**config.mk**
```make
export PLATFORM = sky130hd
export DESIGN_NAME = tee_ram
export DESIGN_NICKNAME = d
export VERILOG_FILES = /design/src/rtl/tee_ram.sv
export SDC_FILE = /design/constraint.sdc
export NUM_CORES = 1
export LEC_CHECK = 0
export BUFFER_PORTS_ARGS = -buffer_cell sky130_fd_sc_hd__buf_2
export CORE_MARGIN = 5
export CORE_UTILIZATION = 40
export CTS_BUF_LIST = sky130_fd_sc_hd__clkbuf_8
export DETAILED_ROUTE_END_ITERATION = 8
export PLACE_DENSITY = 0.58
export SYNTH_ARGS = -nofsm -noshare
export SYNTH_HDL_FRONTEND = slang
export SYNTH_SLANG_ARGS = --single-unit
```
**constraint.sdc**
```tcl
create_clock -name clk_i -period 11.4 [get_ports clk_i]
set_clock_uncertainty 0.05 [all_clocks]
set_input_delay 1.14 -clock clk_i [delete_from_list [all_inputs] [get_ports clk_i]]
set_output_delay 1.14 -clock clk_i [all_outputs]
set_load 0.02 [all_outputs]
```
**src/rtl/tee_ram.sv**
```systemverilog
`default_nettype none

module tee_ram #(
  parameter  int unsigned WIDTH = 88,
  parameter  int unsigned DEPTH = 20,
  localparam int unsigned AW    = $clog2(DEPTH)
) (
  input  logic             clk_i,
  input  logic             we_i,
  input  logic [AW-1:0]    waddr_i,
  input  logic [WIDTH-1:0] wdata_i,
  input  logic [AW-1:0]    raddr_i,
  output logic [WIDTH-1:0] rdata_o
);

  logic [WIDTH-1:0] mem_q [DEPTH];
  logic [WIDTH-1:0] rdata_q;

  // Write one entry, register the read
  always_ff @(posedge clk_i) begin
    if (we_i) begin
      mem_q[waddr_i] <= wdata_i;
    end
    rdata_q <= mem_q[raddr_i];
  end

  assign rdata_o = rdata_q;

endmodule

`default_nettype wire

```
Word level (Yosys, flattened, before mapping)
Memories as Yosys holds them, arrays and structs flattened. A register that Yosys moved wholly into a read port is not among the register bits.
Index checks and enable logic that the tools add are counted.
{ "op_classes": {"mux": 2} }
{ "ops": {"columns": ["operator", "n"], "rows": [
  ["$mux 1", 2]
]} }
{ "word_totals": {"register_bits": 0, "ram_bits": 1760, "inputBits": 100, "memories": 1} }
{ "mem_list": {"columns": ["memory", "words", "word_bits", "rd", "rd_clocked_by_memory_dff", "write_ports", "line", "text"], "rows": [
  ["mem_q", 20, 88, 1, 1, 1, "16", "logic [WIDTH-1:0] mem_q [DEPTH];"]
]} }

Logic depth before layout (Yosys ltp)
{ "logic_depth": {"ltp_word": 2, "depth_mapped": 8} }

Worst setup path before layout
OpenSTA, ideal clock, no wires.
{ "synth_path": {"path_type": "input port to flip-flop", "start": "input port waddr_i[1]", "end": "memory mem_q[12][0], enable pin", "setup_ns": 0.535, "arrival_ns": 5.362, "required_ns": 10.815, "slack_ns": 5.453, "cell_stages": 2, "path_buffers": 0, "cell_sequence": "or3b_2 > nor2_1"} }
{ "synth_lines": {"columns": ["element", "line", "text"], "rows": [
  ["from (decl)", "10", "input logic [AW-1:0] waddr_i,"],
  ["to (decl)", "16", null]
]} }
No word-level cell before the write port.

Worst setup path after layout
{ "layout_path": {"start": "input port waddr_i[1]", "end": "memory mem_q[5][78], enable pin"} }
No word-level cell before the write port.

==> flow_summary_export.csv <==
group,metric,value,unit
status,run_status,"completed",
grt,grt.total_usage,19.05,%
worst_setup_path,critical_path.slowest_cell,"sky130_fd_sc_hd__nor2_4",
synth,post_synth_main_area_contributors,"sky130_fd_sc_hd__edfxtp_1 77%, sky130_fd_sc_hd__mux2i_1 6.3%, sky130_fd_sc_hd__mux4_2 2.9%",
synth,syn_avg_cell_area,19.24,um2
cells_and_area,area.growth.synth_to_final,13.29,%
synth,ys_warn_count,0,
route,drt.antenna.violating_nets,0,
sta,max_freq,278.0,MHz
cells_and_area,final_layout_size_suffix_gt1_share,22.01,%
clock_tree,holdBufCountCts,0,
clock_tree,cts_tree,"yes",
synth,synth_commonest_cells,"1760 x sky130_fd_sc_hd__edfxtp_1, 438 x sky130_fd_sc_hd__mux2i_1, 263 x sky130_fd_sc_hd__o22ai_1",
synth,synth_cell_types,30,
clock_tree,cts.repair.resized,0,
grt,grt-ovfl-total,0,
place,numPortBuffers,187,
sta,period_needed,3598,ps
worst_setup_path,cp-end-kind,"flop",
synth,synth-edff-count,1760,
clock_tree,clk_latency,990,ps
pwr,total_power,13.55,mW
clock_tree,clk_transition_reported_paths,60,ps
floorplanning,die_area,0.1810,mm2
clock_tree,cell_chosen_for_the_clock_root,"sky130_fd_sc_hd__clkbuf_8",
clock_tree,cts_num_sinks,1848,
worst_setup_path,worst_setup_path_start_kind,"input port",
synth,postSynth.asyncResetShare,0,%
flow_run,cap_violations,0,
pwr,max-vdd-ir-drop,0.0001335,V
grt,first_pass_grt_wire_length,250900,um
route,detail_route.wl_per_cell,26.94,um
floorplanning,die_h,425.5,um
route,vias,34980,
clock_tree,cts_made_buffers,315,
route,first_iter_violations,2937,
route,post_drt_via_cell_ratio,5.384,
pwr,power.static_leakage,26.11,nW
synth,yosys.area.top_type_share,76.54,%
worst_setup_path,critPathRequiredTime,11930,ps
synth,synth.cell_area,0.06905,mm2
floorplanning,die-width,425.5,um
clock_tree,max-clock-path-buffers,4,
floorplanning,start_util,40.21,%
grt,grt_max_degree,140,
sta,grt_setup_unrepaired,"false",
place,global_placer_s_final_weighted_congestion,0.7167,
floorplanning,core,0.1717,mm2
worst_setup_path,path_max_fanout,36,
worst_setup_path,worst_path_cell_chain,"buf_2, nand3b_1, nor2_4, buf_4, buf_4",
worst_setup_path,worst-r2r-setup-slack,9620,ps
cells_and_area,layout.nets,4052,
worst_setup_path,critical_path.max_stage_delay,890,ps
route,drt_drc_violations_left,0,
synth,synth-main-ff-cell,"sky130_fd_sc_hd__edfxtp_1",
floorplanning,floorplan.rows,152,
route,first_pass_iters,5,
place,placed_cell_area,0.07268,mm2
sta,min_period_over_period,31.56,%
route,routed_wirelength,175000,um
synth,postSynthCellCount,3589,
worst_setup_path,top_cell_family_by_delay_on_the_critical_path,"buffers and inverters",
sta,tns,0,ps
worst_setup_path,arrival,4130,ps
sta,slew_margin_rel,17.49,%
cells_and_area,final_area,0.07823,mm2
synth,synth-seq-cells,1848,
synth,synth_sequential_area_ratio,79.09,%
synth,synthMostInstantiatedCell,"sky130_fd_sc_hd__edfxtp_1",
floorplanning,design.portCount,188,
worst_hold_path,min-delay-path-class,"in -> reg",
sta,report.final.hold_viol_count,0,
synth,syn-num-nets,3689,
worst_setup_path,cpMostUsedCell,"sky130_fd_sc_hd__buf_4",
clock_tree,setup_fix_buffers_added_after_clock_tree_synthesis,0,
place,place_hpwl,84060,um
synth,synthDominantAreaCellType,"sky130_fd_sc_hd__edfxtp_1",
pwr,cellPowerDensity,173.2,mW/mm2
clock_tree,cts-htree-levels,5,
grt,grt_pass1_vias,36100,
grt,antenna_violations_before_repair,27,
sta,final-max-slew-violation-count,0,
worst_setup_path,timing.critical_path.buf_inv,3,
sta,tightestPinTransition,1238,ps
worst_setup_path,path_class,"in -> reg",
sta,finalSetupViolCount,0,
-- logic make-up after synthesis --
group,synth area share (%)
AO/OA/AOI/OAI,5.248
buffers and inverters,1.468
flip-flops,79.09
multiplexers,12.14
AND/OR/NAND/NOR,2.051
-- sequential cells by signal, summed over array words and instances (netlist names) --
signal   cells
rdata_o     88
mem_q     1760
-- per-stage QoR --
stage	worst slack [ps]	util [%]	cells	hold WS, ps
after CTS	7835	45.53	6486	399.8
final	7802	45.55	6497	492.6
after floorplan	5453	-	3589	537.4
after global placement	6841	42.32	5945	558.9
after detailed placement	6782	42.32	5945	556.3
after global routing	7699	45.54	6493	442.5
-- worst reg2reg max path: stages (launching register included) --
cell and delay, ps:
sky130_fd_sc_hd__edfxtp_1 350, sky130_fd_sc_hd__mux4_2 480, sky130_fd_sc_hd__a211oi_1 600, sky130_fd_sc_hd__o31ai_1 190
-- final cells by class --
cell class / count / area [um2]
Multi-Input combinational cell: 1535 / 13640
Sequential cell: 1848 / 54610
Fill cell: 14740 / 93510
Tap cell: 2310 / 2890
Antenna cell: 11 / 27.53
Clock inverter: 203 / 864.6
Clock buffer: 338 / 4652
Timing Repair Buffer: 252 / 1540
-- metal layers --
layer | share of wire [%] | global-route usage, % | up-vias
met3 | 5.0 | 3.203 | 403
met4 | 3.6 | 7.644 | 6
met2 | 51 | 32.94 | 1077
li1 | - | - | 15320
met5 | 0.020 | 0 | -
met1 | 40 | 23.92 | 18170
-- path summary, 6_finish.rpt --
kind,startpoint,end,cells after the start
setup / recovery,waddr_i[1],mem_q[5][78],5
hold / removal,wdata_i[58],mem_q[15][58],1
setup reg to reg,mem_q[15][54],rdata_o[54],3
hold reg to reg,mem_q[1][16],rdata_o[16],2
-- where the power goes --
group          internal, mW  switching (mW)  total (mW)
Sequential             7.55          0.0518        7.60
Clock                  2.76            2.53        5.28
Combinational         0.217           0.451       0.668
Total                  10.5            3.03        13.5
-- cell usage in the layout, fill, tap and decap left out, drive strengths merged, types with 11 or more instances in the layout --
cell and count:
nor2 23, dfxtp 88, inv 118, o31ai 87, clkbuf 338, mux4 89
buf 252, diode 11, mux2 177, mux2i 438, nand2 178, o22ai 263
clkinv 79, nor2b 87, edfxtp 1760, a211oi 174
(Power assumes the default switching activity.)
