File: src/rtl/tee_pkg.sv
`default_nettype none

package tee_pkg;

  // Field widths
  localparam int unsigned FUNC_W    = 2;
  localparam int unsigned ADD_W     = 32;
  localparam int unsigned TIME_W    = 40;
  localparam int unsigned BYTES_W   = 48;
  localparam int unsigned SUMT_W    = 48;
  localparam int unsigned SUMB_W    = 56;
  localparam int unsigned SPEED_W   = 48;
  localparam int unsigned ETA_W     = 32;
  localparam int unsigned SMIN_W    = 16;
  localparam int unsigned STALL_W   = 20;
  localparam int unsigned REFR_W    = 20;
  localparam int unsigned CFG_IDX_W = 2;
  localparam int unsigned CFG_W     = 48;

  // Item kinds carried on tuser
  localparam logic [FUNC_W-1:0] FUNC_RECORD  = 2'd0;
  localparam logic [FUNC_W-1:0] FUNC_REPORT  = 2'd1;
  localparam logic [FUNC_W-1:0] FUNC_RESTART = 2'd2;

  // Register indexes
  localparam logic [CFG_IDX_W-1:0] REG_TOTAL   = 2'd0;
  localparam logic [CFG_IDX_W-1:0] REG_SMIN    = 2'd1;
  localparam logic [CFG_IDX_W-1:0] REG_STALL   = 2'd2;
  localparam logic [CFG_IDX_W-1:0] REG_REFRESH = 2'd3;

  // Register reset values
  localparam logic [BYTES_W-1:0] TOTAL_RST = 48'd0;
  localparam logic [SMIN_W-1:0]  SMIN_RST  = 16'd150;
  localparam logic [STALL_W-1:0] STALL_RST = 20'd5000;
  localparam logic [REFR_W-1:0]  REFR_RST  = 20'd1000;

  // Serial multiplier: a is scanned MSB first, one bit per step
  localparam int unsigned MUL_AW = 40;
  localparam int unsigned MUL_BW = 56;
  localparam int unsigned MUL_PW = MUL_AW + MUL_BW;
  localparam int unsigned MUL_SW = $clog2(MUL_AW + 1);

  // Serial restoring divider: one quotient bit per step
  localparam int unsigned DIV_NW = 88;
  localparam int unsigned DIV_DW = 58;
  localparam int unsigned DIV_QW = 48;
  localparam int unsigned DIV_SW = $clog2(DIV_NW + 1);

  // Milliseconds per second, placed in the top bits of the multiplier operand
  localparam int unsigned        MS_W       = 10;
  localparam logic [MS_W-1:0]    MS_PER_S   = 10'd1000;
  localparam logic [MUL_AW-1:0]  MS_ALIGNED = {MS_PER_S, {(MUL_AW - MS_W){1'b0}}};
  localparam int unsigned        SPD_NUM_W  = MUL_BW + MS_W;

  localparam logic [TIME_W-1:0] STALL_AGE      = 40'd1000;
  localparam logic [TIME_W-1:0] ETA_MIN_TIME   = 40'd3000;
  localparam logic [SUMT_W-1:0] SPEED_MIN_TIME = 48'd999;
  localparam logic [ETA_W-1:0]  ETA_LIMIT      = 32'hFFFF_FFFE;

  typedef struct packed {
    logic              start;
    logic [MUL_SW-1:0] steps;
  } mul_req_t;

  typedef struct packed {
    logic              start;
    logic [DIV_SW-1:0] steps;
  } div_req_t;

  typedef struct packed {
    logic done;
    logic over;
  } div_rsp_t;

endpackage

`default_nettype wire

File: src/rtl/tee_mul.sv
`default_nettype none

module tee_mul (
  input  logic                        clk_i,
  input  logic                        rst_ni,
  input  tee_pkg::mul_req_t           req_i,
  input  logic [tee_pkg::MUL_AW-1:0]  a_i,
  input  logic [tee_pkg::MUL_BW-1:0]  b_i,
  output logic                        done_o,
  output logic [tee_pkg::MUL_PW-1:0]  p_o
);

  import tee_pkg::*;

  logic [MUL_AW-1:0] a_q, a_d;
  logic [MUL_BW-1:0] b_q, b_d;
  logic [MUL_PW-1:0] acc_q, acc_d;
  logic [MUL_SW-1:0] cnt_q, cnt_d;
  logic              done_q, done_d;

  // Shift-add: double the partial product, add b when the next bit of a is set
  always_comb begin
    a_d    = a_q;
    b_d    = b_q;
    acc_d  = acc_q;
    cnt_d  = cnt_q;
    done_d = 1'b0;
    if (req_i.start) begin
      a_d   = a_i;
      b_d   = b_i;
      acc_d = '0;
      cnt_d = req_i.steps;
    end else if (cnt_q != '0) begin
      acc_d  = {acc_q[MUL_PW-2:0], 1'b0} + (a_q[MUL_AW-1] ? MUL_PW'(b_q) : '0);
      a_d    = {a_q[MUL_AW-2:0], 1'b0};
      cnt_d  = cnt_q - 1'b1;
      done_d = (cnt_q == MUL_SW'(1));
    end
  end

  always_ff @(posedge clk_i or negedge rst_ni) begin
    if (!rst_ni) begin
      cnt_q  <= '0;
      done_q <= 1'b0;
    end else begin
      cnt_q  <= cnt_d;
      done_q <= done_d;
    end
  end

  always_ff @(posedge clk_i) begin
    a_q   <= a_d;
    b_q   <= b_d;
    acc_q <= acc_d;
  end

  assign done_o = done_q;
  assign p_o    = acc_q;

endmodule

`default_nettype wire

File: config.mk
export PLATFORM = sky130hd
export DESIGN_NAME = tee_mul
export DESIGN_NICKNAME = d
export VERILOG_FILES = /design/src/rtl/tee_pkg.sv /design/src/rtl/tee_mul.sv
export SDC_FILE = /design/constraint.sdc
export NUM_CORES = 1
export LEC_CHECK = 0
export BUFFER_PORTS_ARGS = -buffer_cell sky130_fd_sc_hd__buf_2
export CORE_MARGIN = 2
export CORE_UTILIZATION = 40
export DETAILED_ROUTE_END_ITERATION = 12
export GPL_TIMING_DRIVEN = 0
export HOLD_SLACK_MARGIN = 0.03
export PLACE_DENSITY_LB_ADDON = 0.12
export SYNTH_ARGS = -nofsm -noshare
export SYNTH_HDL_FRONTEND = slang
export SYNTH_SLANG_ARGS = --single-unit
File: constraint.sdc
create_clock -name clk_i -period 3.3 [get_ports clk_i]
set_input_delay 0.165 -clock clk_i [delete_from_list [all_inputs] [get_ports clk_i]]
set_output_delay 0.165 -clock clk_i [all_outputs]
set_load 0.1 [all_outputs]
**Yosys cells after proc, flatten, opt, wreduce, memory -nomap -nowiden**

Index checks and enable logic that the tools add are counted.
Widths: inputs -> output; s select.

- Output and inout port bits: 97
- Flip-flop bits (word level): 199
- Bits of input ports: 105

- Reduce and logical (&&, ||, !) cells: 2
- $add $sub $neg: 2
- Equality and inequality tests: 1
- Mux-type cells: 7

Operators with widths:

| operator | count |
|---|---|
| $add 96x56->96 | 1 |
| $mux 40 | 2 |
| $mux 56 | 1 |
| $mux 6 | 2 |
| $eq 6x1->1 const B | 1 |
| $reduce_bool 6->1 | 1 |
| $sub 6x1->6 const B | 1 |
| $mux 1 | 2 |
| $reduce_bool 2->1 | 1 |

**Logic depth before layout (Yosys ltp)**

- Word-level depth: 3
- Gate-level depth with buffers: 15
- Mapped depth without buffers: 13

**Least setup slack after synthesis**

Ideal clock, no wire load.

- Path type: reg2reg
- From: register acc_q[0], in the netlist p_o[0]
- To: register acc_q[61], in the netlist p_o[61]
- Data required time: 3235 ps
- Setup time: 65 ps
- Setup slack: -654 ps
- Arrival time: 3890 ps
- Stages on the path, launching flop included: 13
- Buffers on the path: 0
- Cells stage by stage: dfxtp_1 ha_1 inv_1 fa_1 nand2b_1 a21oi_1 o211ai_1 a2111oi_1 o21ai_0 a211oi_2 a31oi_1 or4_1 nand3_1

- Longest elaborated chain between the ends: 1

RTL lines:

| element | RTL line | text |
|---|---|---|
| start, declared | tee_mul.sv:17 | `logic [MUL_PW-1:0] acc_q, acc_d;` |
| start signal, assigned | tee_mul.sv:54 | `acc_q <= acc_d;` |
| $add 96x56->96 | tee_mul.sv:34 | `acc_d = {acc_q[MUL_PW-2:0], 1'b0} + (a_q[MUL_AW-1] ? MUL_PW'(b_q) : '0);` |

Every way passes these cells.
A chain may end at the register's enable or synchronous reset.

**Worst setup path in the final report**

- From: register a_q[39]
- To: register acc_q[74], in the netlist p_o[74]

- Longest elaborated chain between the ends: 2

RTL lines:

| element | RTL line | text |
|---|---|---|
| start, declared | tee_mul.sv:15 | `logic [MUL_AW-1:0] a_q, a_d;` |
| start signal, assigned | tee_mul.sv:52 | `a_q <= a_d;` |
| $mux 56 | tee_mul.sv:34 |  |
| $add 96x56->96 | tee_mul.sv:34 |  |

Every way passes these cells.

==> qor.txt <==
Layout Area Growth over Synthesis: 39.20%
CTS tree: yes
Area post-placement: 13440 um^2
Largest net degree at the start of global routing: 59
Sw Pwr: 4.460 mW
Yosys reg bits: 199
CTS clk-pin slew, worst paths: 80 ps
Synth Instances: 1287
Worst min path class: input port to asynchronous set/reset pin
Pleak: 6.581 nW
Cell-internal power: 5.569 mW
Post-Route WL: 38270 um
Final setup violation count: 59
Initial Util: 40.71%
Relative slew slack: 37.24%
FF-to-FF setup slack: -510 ps
Most common cell after layout, fill and taps aside: buf_2
Arrival time worst endpoint: 4170 ps
Final hold vios: 0
YS warnings: 0
Area of the mapped netlist: 11720 um^2
Vias per cell: 5.474
Status: finished with violations
CP startpoint kind: flip-flop
Remaining global-route overflow: 0
Drt drc: 0
Root buffer cell: clkbuf_16
R2R depth: 14
Crit-path max FO: 7
TritonRoute pass-1 iters: 5
Primary FF master, synth: edfxtp_1
Final setup TNS: -18650 ps
Port buffer count: 201
Crit path kind: flip-flop to flip-flop
Inst Count DP: 1872
CTS Sinks: 199
Syn_area_per_cell: 9.104 um^2
Vias in the first global route: 10790
Non-filler cells, final: 2043
Seq/Total Area, Yosys: 42.50%
Number of flops mapped to enable cells by yosys: 96
Post-DR wirelength/cell: 18.73 um
Reg power frac: 32.5%
Num CTS Buffers: 17
Area of the multi-input gates: 7276 um^2
Vias post-DR: 11180
Failing checks: negative setup slack
Worst-margin pin slew: 941.4 ps
Nets: 1809
H-tree levels: 4
Crit path required time: 3670 ps
Power share of the clock group: 21.4%
RSZ-0062 raised after global routing: yes
Initial antenna violation count: 0
Die Wd: 175.2 um
I/O pins: 202
Worst r2r dst: p_o[74]$_SDFFE_PP0P_
Fmax achieved: 262.5 MHz
Maxcap violations: 0
Die height: 175.2 um
PD cells: 614.9 nW/um^2
Initial drt markers: 749
Comb power frac: 46.1%
Final Skew: 14.21 ps
Max-slew violations: 0
Post-synth ARST share: 3.518%
ANT nets after route: 0
Register area: 5030 um^2
R2R Path Start: a_q[39]$_DFFE_PP_
Core footprint: 28780 um^2
Pwr Total: 10.03 mW
Post-Syn Nets: 1450
Synth cell types: 68
DIE AREA: 30680 um^2
# diodes: 0
First-pass GRT wire length: 58050 um
Layout fillers: 2556
Sw frac: 44.47%
Fin crit share: 115.4%
GP Congestion: 0.8802
Max IR drop VDD: 533.7 uV
Row count: 62
Post-layout min period: 3809 ps
Commonest non-fill, non-tap cells in the layout: buf_2, nand2_1, dlygate4sd3_1, edfxtp_1, a21oi_1
Final worst slack: -509.1 ps
Final instance area: 16310 um^2
Post-DP HPWL: 26280 um
Clock latency on the worst-skew pair: 460 ps
Proportion of layout cells with a drive suffix above 1: 31.65%
Critical Path Sink Type: flip-flop
Longest Clk Path Bufs: 2
Total track usage: 24.15%
-- cells by family after synthesis --
logic type                 Yosys count  synth area share (%)
AOI/OAI and AO/OA                  340                 18.51
xor gates and xnor gates            56                 4.186
adders and majority gates           58                 6.257
buffers and inverters              101                 3.353
DFF                                199                 42.50
muxes                               40                 3.844
and+or+nand+nor                    493                 21.36
-- registers in the layout (all words and copies together), names as in the netlist --
register	flops
p_o	96
done_o	1
a_q	40
cnt_q	6
b_q	56
-- timing repair --
action,CTS,global route
hold buffers,103,0
resized for setup,117,88
setup buffers,33,14
setup endpoints to repair,67,72
hold endpoints to repair,109,0
pin swaps,33,51
cloned,4,1
-- final cells by class --
type,instances,area share (%)
multi-input cells,987,44.61
repair buffers,356,15.28
well taps,384,2.946
clock buffers,18,2.631
inverters,29,0.6674
flip-flops and latches,199,30.84
plain buffers,56,2.110
clock inverters,14,0.9205
-- how the worst max path moves through the flow --
stage	from	to	slack [ps]	depth (start not counted)
finish	a_q[39]$_DFFE_PP_	p_o[74]$_SDFFE_PP0P_	-510	14
global route	a_q[39]$_DFFE_PP_	p_o[74]$_SDFFE_PP0P_	-590	14
CTS	a_q[39]$_DFFE_PP_	p_o[93]$_SDFFE_PP0P_	-430	17
detailed placement	a_q[39]$_DFFE_PP_	p_o[61]$_SDFFE_PP0P_	-1130	14
global placement	a_q[39]$_DFFE_PP_	p_o[61]$_SDFFE_PP0P_	-1100	14
floorplan	a_q[39]$_DFFE_PP_	p_o[70]$_SDFFE_PP0P_	-180	15
-- worst max-delay path, cell delays in order (launching register included) --
cell and delay, ps:
edfxtp_1 450, clkbuf_16 210, clkbuf_16 160, and2_4 140, ha_4 280, a21oi_4 140
o211a_1 230, o221ai_2 130, or3_4 360, a211o_4 380, o211a_4 270, or3_4 400
clkbuf_16 190, and4_1 160, nor4_2 220
-- through the flow --
| stage | setup slack [ps] | hold slack, ps | util [%] |
|---|---|---|---|
| floorplan | -183.9 | -130.6 | - |
| global placement | -1103 | 9.452 | 46.69 |
| detailed placement | -1131 | 9.561 | 46.69 |
| CTS | -426.8 | 71.68 | 54.84 |
| global route | -591.5 | 81.78 | 56.67 |
| finish | -509.1 | 76.24 | 56.67 |
-- power groups by stage --
stage	registers, mW	clock network [mW]	logic [mW]
finish	3.26	2.14	4.63
global route	3.31	2.27	4.93
CTS	3.25	2.18	4.38
detailed placement	3.29	0	4.01
global placement	3.28	0	3.99
floorplan	4.74	0	1.72
-- cells in the mapped netlist (all sizes together), types with 15 or more instances --
library cell	count	area share (%)
xnor2	35	2.6
nand3	22	0.94
o21ai	73	3.1
clkbuf	61	2.0
mux2	40	3.8
xor2	21	1.6
a21o	22	1.4
a211oi	21	1.5
nor2	85	2.7
edfxtp	96	25
dfxtp	96	16
inv	29	0.93
nor4	18	0.96
and3	16	0.85
nand4	35	1.9
ha	57	6.1
o21a	15	0.96
and2	69	3.7
or3	18	1.0
a21oi	116	5.0
nor3	23	1.0
nand2	158	5.1
-- per-layer routing --
layer	share of wire [%]	vias to the layer above	wire length [um]	track usage, %
met5	0	-	0	0
met4	2.5	0	968	8.438
met3	5.2	56	1979	4.526
met2	47	306	18180	39.48
met1	45	5387	17150	31.98
li1	-	5434	-	-
Note: power is estimated with default switching activity, not from simulation.
