===== config.mk =====
export PLATFORM = sky130hd
export DESIGN_NAME = tee_div
export DESIGN_NICKNAME = d
export VERILOG_FILES = /design/src/rtl/tee_pkg.sv /design/src/rtl/tee_div.sv
export SDC_FILE = /design/constraint.sdc
export NUM_CORES = 1
export LEC_CHECK = 0
export ABC_AREA = 1
export BUFFER_PORTS_ARGS = -buffer_cell sky130_fd_sc_hd__clkbuf_2
export CORE_MARGIN = 5
export CORE_UTILIZATION = 30
export CTS_CLUSTER_DIAMETER = 30
export CTS_CLUSTER_SIZE = 28
export DETAILED_ROUTE_END_ITERATION = 10
export GPL_ROUTABILITY_DRIVEN = 0
export SLEW_MARGIN = 40
export SYNTH_ARGS = -nofsm -noshare
export SYNTH_HDL_FRONTEND = slang
export SYNTH_SLANG_ARGS = --single-unit
export TNS_END_PERCENT = 5

===== constraint.sdc =====
create_clock -name clk_i -period 8.79 [get_ports clk_i]
set_input_delay 0.4395 -clock clk_i [delete_from_list [all_inputs] [get_ports clk_i]]
set_output_delay 0.4395 -clock clk_i [all_outputs]
set_load 0.02 [all_outputs]

===== src/rtl/tee_pkg.sv =====
`default_nettype none

package tee_pkg;

  // Field widths
  localparam int unsigned FUNC_W    = 2;
  localparam int unsigned ADD_W     = 32;
  localparam int unsigned TIME_W    = 40;
  localparam int unsigned BYTES_W   = 48;
  localparam int unsigned SUMT_W    = 48;
  localparam int unsigned SUMB_W    = 56;
  localparam int unsigned SPEED_W   = 48;
  localparam int unsigned ETA_W     = 32;
  localparam int unsigned SMIN_W    = 16;
  localparam int unsigned STALL_W   = 20;
  localparam int unsigned REFR_W    = 20;
  localparam int unsigned CFG_IDX_W = 2;
  localparam int unsigned CFG_W     = 48;

  // Item kinds carried on tuser
  localparam logic [FUNC_W-1:0] FUNC_RECORD  = 2'd0;
  localparam logic [FUNC_W-1:0] FUNC_REPORT  = 2'd1;
  localparam logic [FUNC_W-1:0] FUNC_RESTART = 2'd2;

  // Register indexes
  localparam logic [CFG_IDX_W-1:0] REG_TOTAL   = 2'd0;
  localparam logic [CFG_IDX_W-1:0] REG_SMIN    = 2'd1;
  localparam logic [CFG_IDX_W-1:0] REG_STALL   = 2'd2;
  localparam logic [CFG_IDX_W-1:0] REG_REFRESH = 2'd3;

  // Register reset values
  localparam logic [BYTES_W-1:0] TOTAL_RST = 48'd0;
  localparam logic [SMIN_W-1:0]  SMIN_RST  = 16'd150;
  localparam logic [STALL_W-1:0] STALL_RST = 20'd5000;
  localparam logic [REFR_W-1:0]  REFR_RST  = 20'd1000;

  // Serial multiplier: a is scanned MSB first, one bit per step
  localparam int unsigned MUL_AW = 40;
  localparam int unsigned MUL_BW = 56;
  localparam int unsigned MUL_PW = MUL_AW + MUL_BW;
  localparam int unsigned MUL_SW = $clog2(MUL_AW + 1);

  // Serial restoring divider: one quotient bit per step
  localparam int unsigned DIV_NW = 88;
  localparam int unsigned DIV_DW = 58;
  localparam int unsigned DIV_QW = 48;
  localparam int unsigned DIV_SW = $clog2(DIV_NW + 1);

  // Milliseconds per second, placed in the top bits of the multiplier operand
  localparam int unsigned        MS_W       = 10;
  localparam logic [MS_W-1:0]    MS_PER_S   = 10'd1000;
  localparam logic [MUL_AW-1:0]  MS_ALIGNED = {MS_PER_S, {(MUL_AW - MS_W){1'b0}}};
  localparam int unsigned        SPD_NUM_W  = MUL_BW + MS_W;

  localparam logic [TIME_W-1:0] STALL_AGE      = 40'd1000;
  localparam logic [TIME_W-1:0] ETA_MIN_TIME   = 40'd3000;
  localparam logic [SUMT_W-1:0] SPEED_MIN_TIME = 48'd999;
  localparam logic [ETA_W-1:0]  ETA_LIMIT      = 32'hFFFF_FFFE;

  typedef struct packed {
    logic              start;
    logic [MUL_SW-1:0] steps;
  } mul_req_t;

  typedef struct packed {
    logic              start;
    logic [DIV_SW-1:0] steps;
  } div_req_t;

  typedef struct packed {
    logic done;
    logic over;
  } div_rsp_t;

endpackage

`default_nettype wire


===== src/rtl/tee_div.sv =====
`default_nettype none

module tee_div (
  input  logic                        clk_i,
  input  logic                        rst_ni,
  input  tee_pkg::div_req_t           req_i,
  input  logic [tee_pkg::DIV_NW-1:0]  num_i,
  input  logic [tee_pkg::DIV_DW-1:0]  den_i,
  output tee_pkg::div_rsp_t           rsp_o,
  output logic [tee_pkg::DIV_QW-1:0]  quo_o,
  output logic [tee_pkg::DIV_DW-1:0]  rem_o
);

  import tee_pkg::*;

  logic [DIV_NW-1:0] num_q, num_d;
  logic [DIV_DW-1:0] den_q, den_d;
  logic [DIV_DW-1:0] rem_q, rem_d;
  logic [DIV_QW-1:0] quo_q, quo_d;
  logic              over_q, over_d;
  logic [DIV_SW-1:0] cnt_q, cnt_d;
  logic              done_q, done_d;

  logic [DIV_DW:0]   trial;
  logic [DIV_DW:0]   diff;
  logic              fits;

  // Bring in the next numerator bit and try the subtraction
  assign trial = {rem_q, num_q[DIV_NW-1]};
  assign diff  = trial - {1'b0, den_q};
  assign fits  = (trial >= {1'b0, den_q});

  always_comb begin
    num_d  = num_q;
    den_d  = den_q;
    rem_d  = rem_q;
    quo_d  = quo_q;
    over_d = over_q;
    cnt_d  = cnt_q;
    done_d = 1'b0;
    if (req_i.start) begin
      num_d  = num_i;
      den_d  = den_i;
      rem_d  = '0;
      quo_d  = '0;
      over_d = 1'b0;
      cnt_d  = req_i.steps;
    end else if (cnt_q != '0) begin
      num_d  = {num_q[DIV_NW-2:0], 1'b0};
      rem_d  = fits ? diff[DIV_DW-1:0] : trial[DIV_DW-1:0];
      // quotient bits pushed past the top make the result overflow
      quo_d  = {quo_q[DIV_QW-2:0], fits};
      over_d = over_q | quo_q[DIV_QW-1];
      cnt_d  = cnt_q - 1'b1;
      done_d = (cnt_q == DIV_SW'(1));
    end
  end

  always_ff @(posedge clk_i or negedge rst_ni) begin
    if (!rst_ni) begin
      cnt_q  <= '0;
      done_q <= 1'b0;
    end else begin
      cnt_q  <= cnt_d;
      done_q <= done_d;
    end
  end

  always_ff @(posedge clk_i) begin
    num_q  <= num_d;
    den_q  <= den_d;
    rem_q  <= rem_d;
    quo_q  <= quo_d;
    over_q <= over_d;
  end

  assign rsp_o.done = done_q;
  assign rsp_o.over = over_q;
  assign quo_o      = quo_q;
  assign rem_o      = rem_q;

endmodule

`default_nettype wire


### Yosys cells after proc, flatten, opt, wreduce, memory -nomap -nowiden

Cells that the tools add are included.

| cells by class | value |
|---|---|
| add/sub/neg operators | 2 |
| order comparisons | 1 |
| eq/ne operators | 1 |
| muxes and demuxes | 7 |
| bitwise gates (word level) | 1 |
| reduce and logical (&&, ||, !) cells | 2 |

Operators by type and width:

| cell | count |
|---|---|
| 88-bit 2-to-1 mux | 2 |
| 59-bit by 58-bit >= comparator with 1-bit output | 1 |
| 58-bit 2-to-1 mux | 1 |
| 58-bit subtractor | 1 |
| 7-bit 2-to-1 mux | 2 |
| 7-bit by 1-bit == test with 1-bit output (second input constant) | 1 |
| 7-bit nonzero test | 1 |
| 7-bit by 1-bit subtractor with 7-bit output (second input constant) | 1 |
| 1-bit 2-to-1 mux | 2 |
| 2-bit nonzero test | 1 |
| 1-bit bitwise OR | 1 |

| storage, ports and cells | value |
|---|---|
| flip-flop bits (word level) | 261 |
| input bits | 156 |
| output and inout port bits | 108 |
| word-level logic and storage cells | 21 |

### Longest topological paths before layout

| logic depth | value |
|---|---|
| depth in word-level cells | 3 |
| mapped depth | 18 |
| mapped depth without buffers | 18 |

### Least setup slack after synthesis

No wires, ideal clock.

| timing | value |
|---|---|
| path type | register to register |
| start point | register cnt_q[0] |
| end point | register num_q[0] (enable) |
| library setup time | 487 ps |
| arrival | 3,717 ps |
| required time | 8,303 ps |
| setup slack | 4,586 ps |
| stages on the path, launching flop included | 13 |
| buffers on the path | 1 |
| clock period less this slack | 4,204 ps |
| cells stage by stage | dfrtp_1 -> inv_1 -> ha_1 -> nand2_1 -> nor2_1 -> inv_1 -> nor2_1 -> inv_1 -> nor2_1 -> inv_1 -> nor2_2 -> clkinv_1 -> clkbuf_1 |

| between the ends | value |
|---|---|
| cells in the longest elaborated chain, start to end | 2 |

Ends and longest elaborated chain:

| what | RTL line | source |
|---|---|---|
| start: declaration | tee_div.sv:21 | `logic [DIV_SW-1:0] cnt_q, cnt_d;` |
| start signal: assignment | tee_div.sv:64 | `cnt_q <= cnt_d;` |
| 7-bit nonzero test | tee_div.sv:48 | `end else if (cnt_q != '0) begin` |
| 2-bit nonzero test (no line) | n/a |  |
| end signal: assignment | tee_div.sv:70 | `num_q <= num_d;` |
| end: declaration | tee_div.sv:16 | `logic [DIV_NW-1:0] num_q, num_d;` |

Every way passes these cells.
A chain may end at the register's enable or synchronous reset.

### Worst setup path in the final report

| timing | value |
|---|---|
| start point | register den_q[30] |
| end point | register rem_q[47], in the netlist rem_o[47] |

| between the ends | value |
|---|---|
| cells in the longest elaborated chain, start to end | 2 |
| elaborated cells on any way between the ends | 3 |
| those cells by class | add/sub (1); order compare (1); mux (1) |

Ends and longest elaborated chain:

| what | RTL line | source |
|---|---|---|
| start: declaration | tee_div.sv:17 | `logic [DIV_DW-1:0] den_q, den_d;` |
| start signal: assignment | tee_div.sv:71 | `den_q <= den_d;` |
| 58-bit subtractor / 59-bit by 58-bit >= comparator with 1-bit output (equally long branches) | tee_div.sv:30, tee_div.sv:31 |  |
| 58-bit 2-to-1 mux * | tee_div.sv:50 | `rem_d = fits ? diff[DIV_DW-1:0] : trial[DIV_DW-1:0];` |
| end signal: assignment | tee_div.sv:72 | `rem_q <= rem_d;` |
| end: declaration | tee_div.sv:18 | `logic [DIV_DW-1:0] rem_q, rem_d;` |

Mark *: on every way between the ends. The rest lies on a longest branch, timed or not.

==> results.cfg <==
[route]
detail-route-antenna-nets = 0
drt_first_pass_iters = 8
num_vias = 14800
drt-vias-per-instance = 4.61
routed_wl_mm = 51.2
drt_drc_violations_left = 0
drt_iter0_markers = 1107
wl_per_cell_um = 16.0

[timing]
slew_headroom_pct = 49.0
whs_ns = 0.0336
finalHoldViolations = 0
rsz0062_at_grt = false
tightest_slew_ns = 0.766
period_minus_slack_ns = 3.47
finalCritPeriodShare_pct = 39.4
fmax_mhz = 289
worst_clock_skew_ns = 0.0293
fin_ws_ns = 5.32
slew_viol_final = 0
finalSetupViolations = 0
setup_tns_ns = 0

[floorplanning]
start_util_pct = 30.4
core.rowCount = 82
coreArea_um2 = 50300
dieHeight_um = 236
die-area_um2 = 55600
io_pins = 264
die_x_um = 236

[clock_tree]
cts_made_buffers = 75
clk_pin_slew_worst_paths_ns = 0.04
root_buffer = clkbuf_16
insertion_delay_ns = 0.60
cts_num_sinks = 261
cts_tree = built
htreeDepth = 3
cts_resized = 0
clockBufferDepth = 3

[yosys]
synth.avg_cell_area_um2 = 7.07
synth_commonest_cells = 903 x nand2_1, 367 x inv_1, 146 x edfxtp_1, 127 x nor2_1, 107 x dfxtp_1
syn_inst = 2164
syn-num-nets = 2381
ys_ff_latch = 261
synthFlopType = edfxtp_1
synth.most_common_cell = nand2_1
async_reset_ff_share_pct = 3.07
synth.area.top_cells = edfxtp_1 29%, nand2_1 22%, dfxtp_1 14%
yosys_warnings = 0
synth_edf_count = 146
yosysSeqAreaShare_pct = 43.9
synth_top_area_share_pct = 28.6
ys_types = 44
synth_top_area_cell = edfxtp_1
syn-cell-area_um2 = 15300

[power]
power.share.switching_pct = 22.5
p_seq_share_pct = 30.5
p_int_uw = 3550
comb_power_share_pct = 6.1
p_clk_share_pct = 63.4
ir_drop_mv = 0.137
p_switching_uw = 1030
p_leak_uw = 0.0104
finalPower_uw = 4590
powerDensity_nw_per_um2 = 227

[worst_setup_path]
r2r-start = den_q[30]$_DFFE_PP_
cp.arrival_ns = 3.94
start_kind = flip-flop
path_class = reg2reg
reg2reg_depth = 17
reg2reg_slack_ns = 5.32
critPathMaxFanout = 31
cp-end-kind = flip-flop
worstPathRequired_ns = 9.26
reg2reg_to = rem_o[47]$_SDFFE_PP0P_

[cells_and_area]
drive_gt1_share_pct = 16.7
regArea_um2 = 6730
fin_util_pct = 40.3
fin_nets = 2690
n_antenna_cell = 0
syn2layout_area_growth_pct = 32.2
fillers = 5260
multi_input_area_um2 = 6900

[placement]
port_buffers = 263
post-dp-hpwl_mm = 38.4
place_ws_ns = 5.37

[worst_hold_path]
hp-class = in2reg
hold_end = den_q[3]$_DFFE_PP_
holdCritStartpoint = den_i[3]
whs_path_depth = 1

[grt]
grt_max_degree = 85
grt_use_total_pct = 17.8
grt_antenna_before_repair = 4
grt_pass1_vias = 14700
grt_pass1_wl_mm = 79.9
overflow = 0

[job]
cap_violations = 0

[outcome]
status = complete, no violations
[through the flow]
step	cells	cell area (um2)
finish	3207	20200
global route	3207	20200
CTS	3207	20200
detailed placement	3049	17300
global placement	3047	17300
floorplan	2164	15300
[routing by layer]
layer,global-route usage [%],routed length [um],vias to the layer above
met5,0,32,-
met4,7.53,1860,6
met3,5.61,4880,130
met2,28.5,23100,603
met1,22.3,21400,6645
li1,-,-,7416
[critical path, stage by stage (launching register included)]
cell,delay (ns)
edfxtp_1,0.38
inv_1,0.08
ha_1,0.28
nand2_1,0.17
inv_1,0.05
nand2_1,0.06
nand2_1,0.10
nand2_1,0.09
nand2_1,0.13
nand2_1,0.10
nand2_1,0.10
a21oi_4,0.54
nand3_4,0.44
buf_12,0.31
nand2_2,0.28
nand2_1,0.09
nand2_1,0.08
nand2_1,0.04
[power by group through the flow]
| stage | logic, uW | clock network (uW) | registers [uW] |
|---|---|---|---|
| after floorplan | 174 | 0 | 1410 |
| after global placement | 271 | 0 | 1410 |
| after detailed placement | 274 | 0 | 1420 |
| after CTS | 284 | 2960 | 1400 |
| after global routing | 321 | 3040 | 1400 |
| final | 281 | 2910 | 1400 |
[how the worst max path moves through the flow]
stage / from / endpoint / slack, ns
after global routing: den_q[30]$_DFFE_PP_ / rem_o[49]$_SDFFE_PP0P_ / 5.03
final: den_q[30]$_DFFE_PP_ / rem_o[47]$_SDFFE_PP0P_ / 5.32
after detailed placement: den_q[30]$_DFFE_PP_ / rem_o[49]$_SDFFE_PP0P_ / 5.37
after global placement: den_q[30]$_DFFE_PP_ / rem_o[47]$_SDFFE_PP0P_ / 4.85
after floorplan: cnt_q[0]$_DFFE_PN0P_ / num_q[0]$_SDFFCE_PN0P_ / 4.59
after CTS: den_q[30]$_DFFE_PP_ / rem_o[47]$_SDFFE_PP0P_ / 5.36
[what timing repair did]
| item | in CTS | in global routing |
|---|---|---|
| setup buffers | 0 | 0 |
| endpoints found under the hold margin | 26 | 0 |
| hold buffers | 19 | 0 |
[flip-flops by register name, indices dropped and copies added, names as in the netlist]
signal	flops
over_q	1
quo_o	48
cnt_q	7
rem_o	58
done_q	1
num_q	88
den_q	58
[placed cells by master (no fill, tap or decap), types with 30 or more instances in the layout]
| master | synthesis | routed |
|---|---|---|
| nand2_1 | 903 | 903 |
| inv_1 | 367 | 366 |
| clkbuf_2 | 0 | 262 |
| edfxtp_1 | 146 | 146 |
| nor2_1 | 127 | 126 |
| dfxtp_1 | 107 | 107 |
| nand3_1 | 106 | 106 |
| clkbuf_16 | 0 | 78 |
| ha_1 | 60 | 60 |
| a21oi_1 | 58 | 58 |
| o22ai_1 | 47 | 47 |
| o21ai_0 | 44 | 44 |
| nand4_1 | 30 | 30 |
[cells by family (layout without fill, tap and decap cells)]
kind of cell,Yosys count,count (layout),share of synthesized area [%]
AOI/OAI and AO/OA,173,173,6.50
xor gates and xnor gates,30,30,1.72
adders and majority gates,61,61,5.04
buffers and inverters,436,807,11.1
DFF,261,261,43.9
and+or+nand+nor,1203,1203,31.7
[layout make-up]
class                           count  area share, %
Tap cell                          672           4.15
Clock buffer                       95           10.3
Inverter                          378           7.02
Multi-Input combinational cell   1467           34.1
Timing Repair Buffer              290           7.93
Clock inverter                     44           3.32
Sequential cell                   261           33.2
Note: power is estimated with default switching activity, not from simulation.
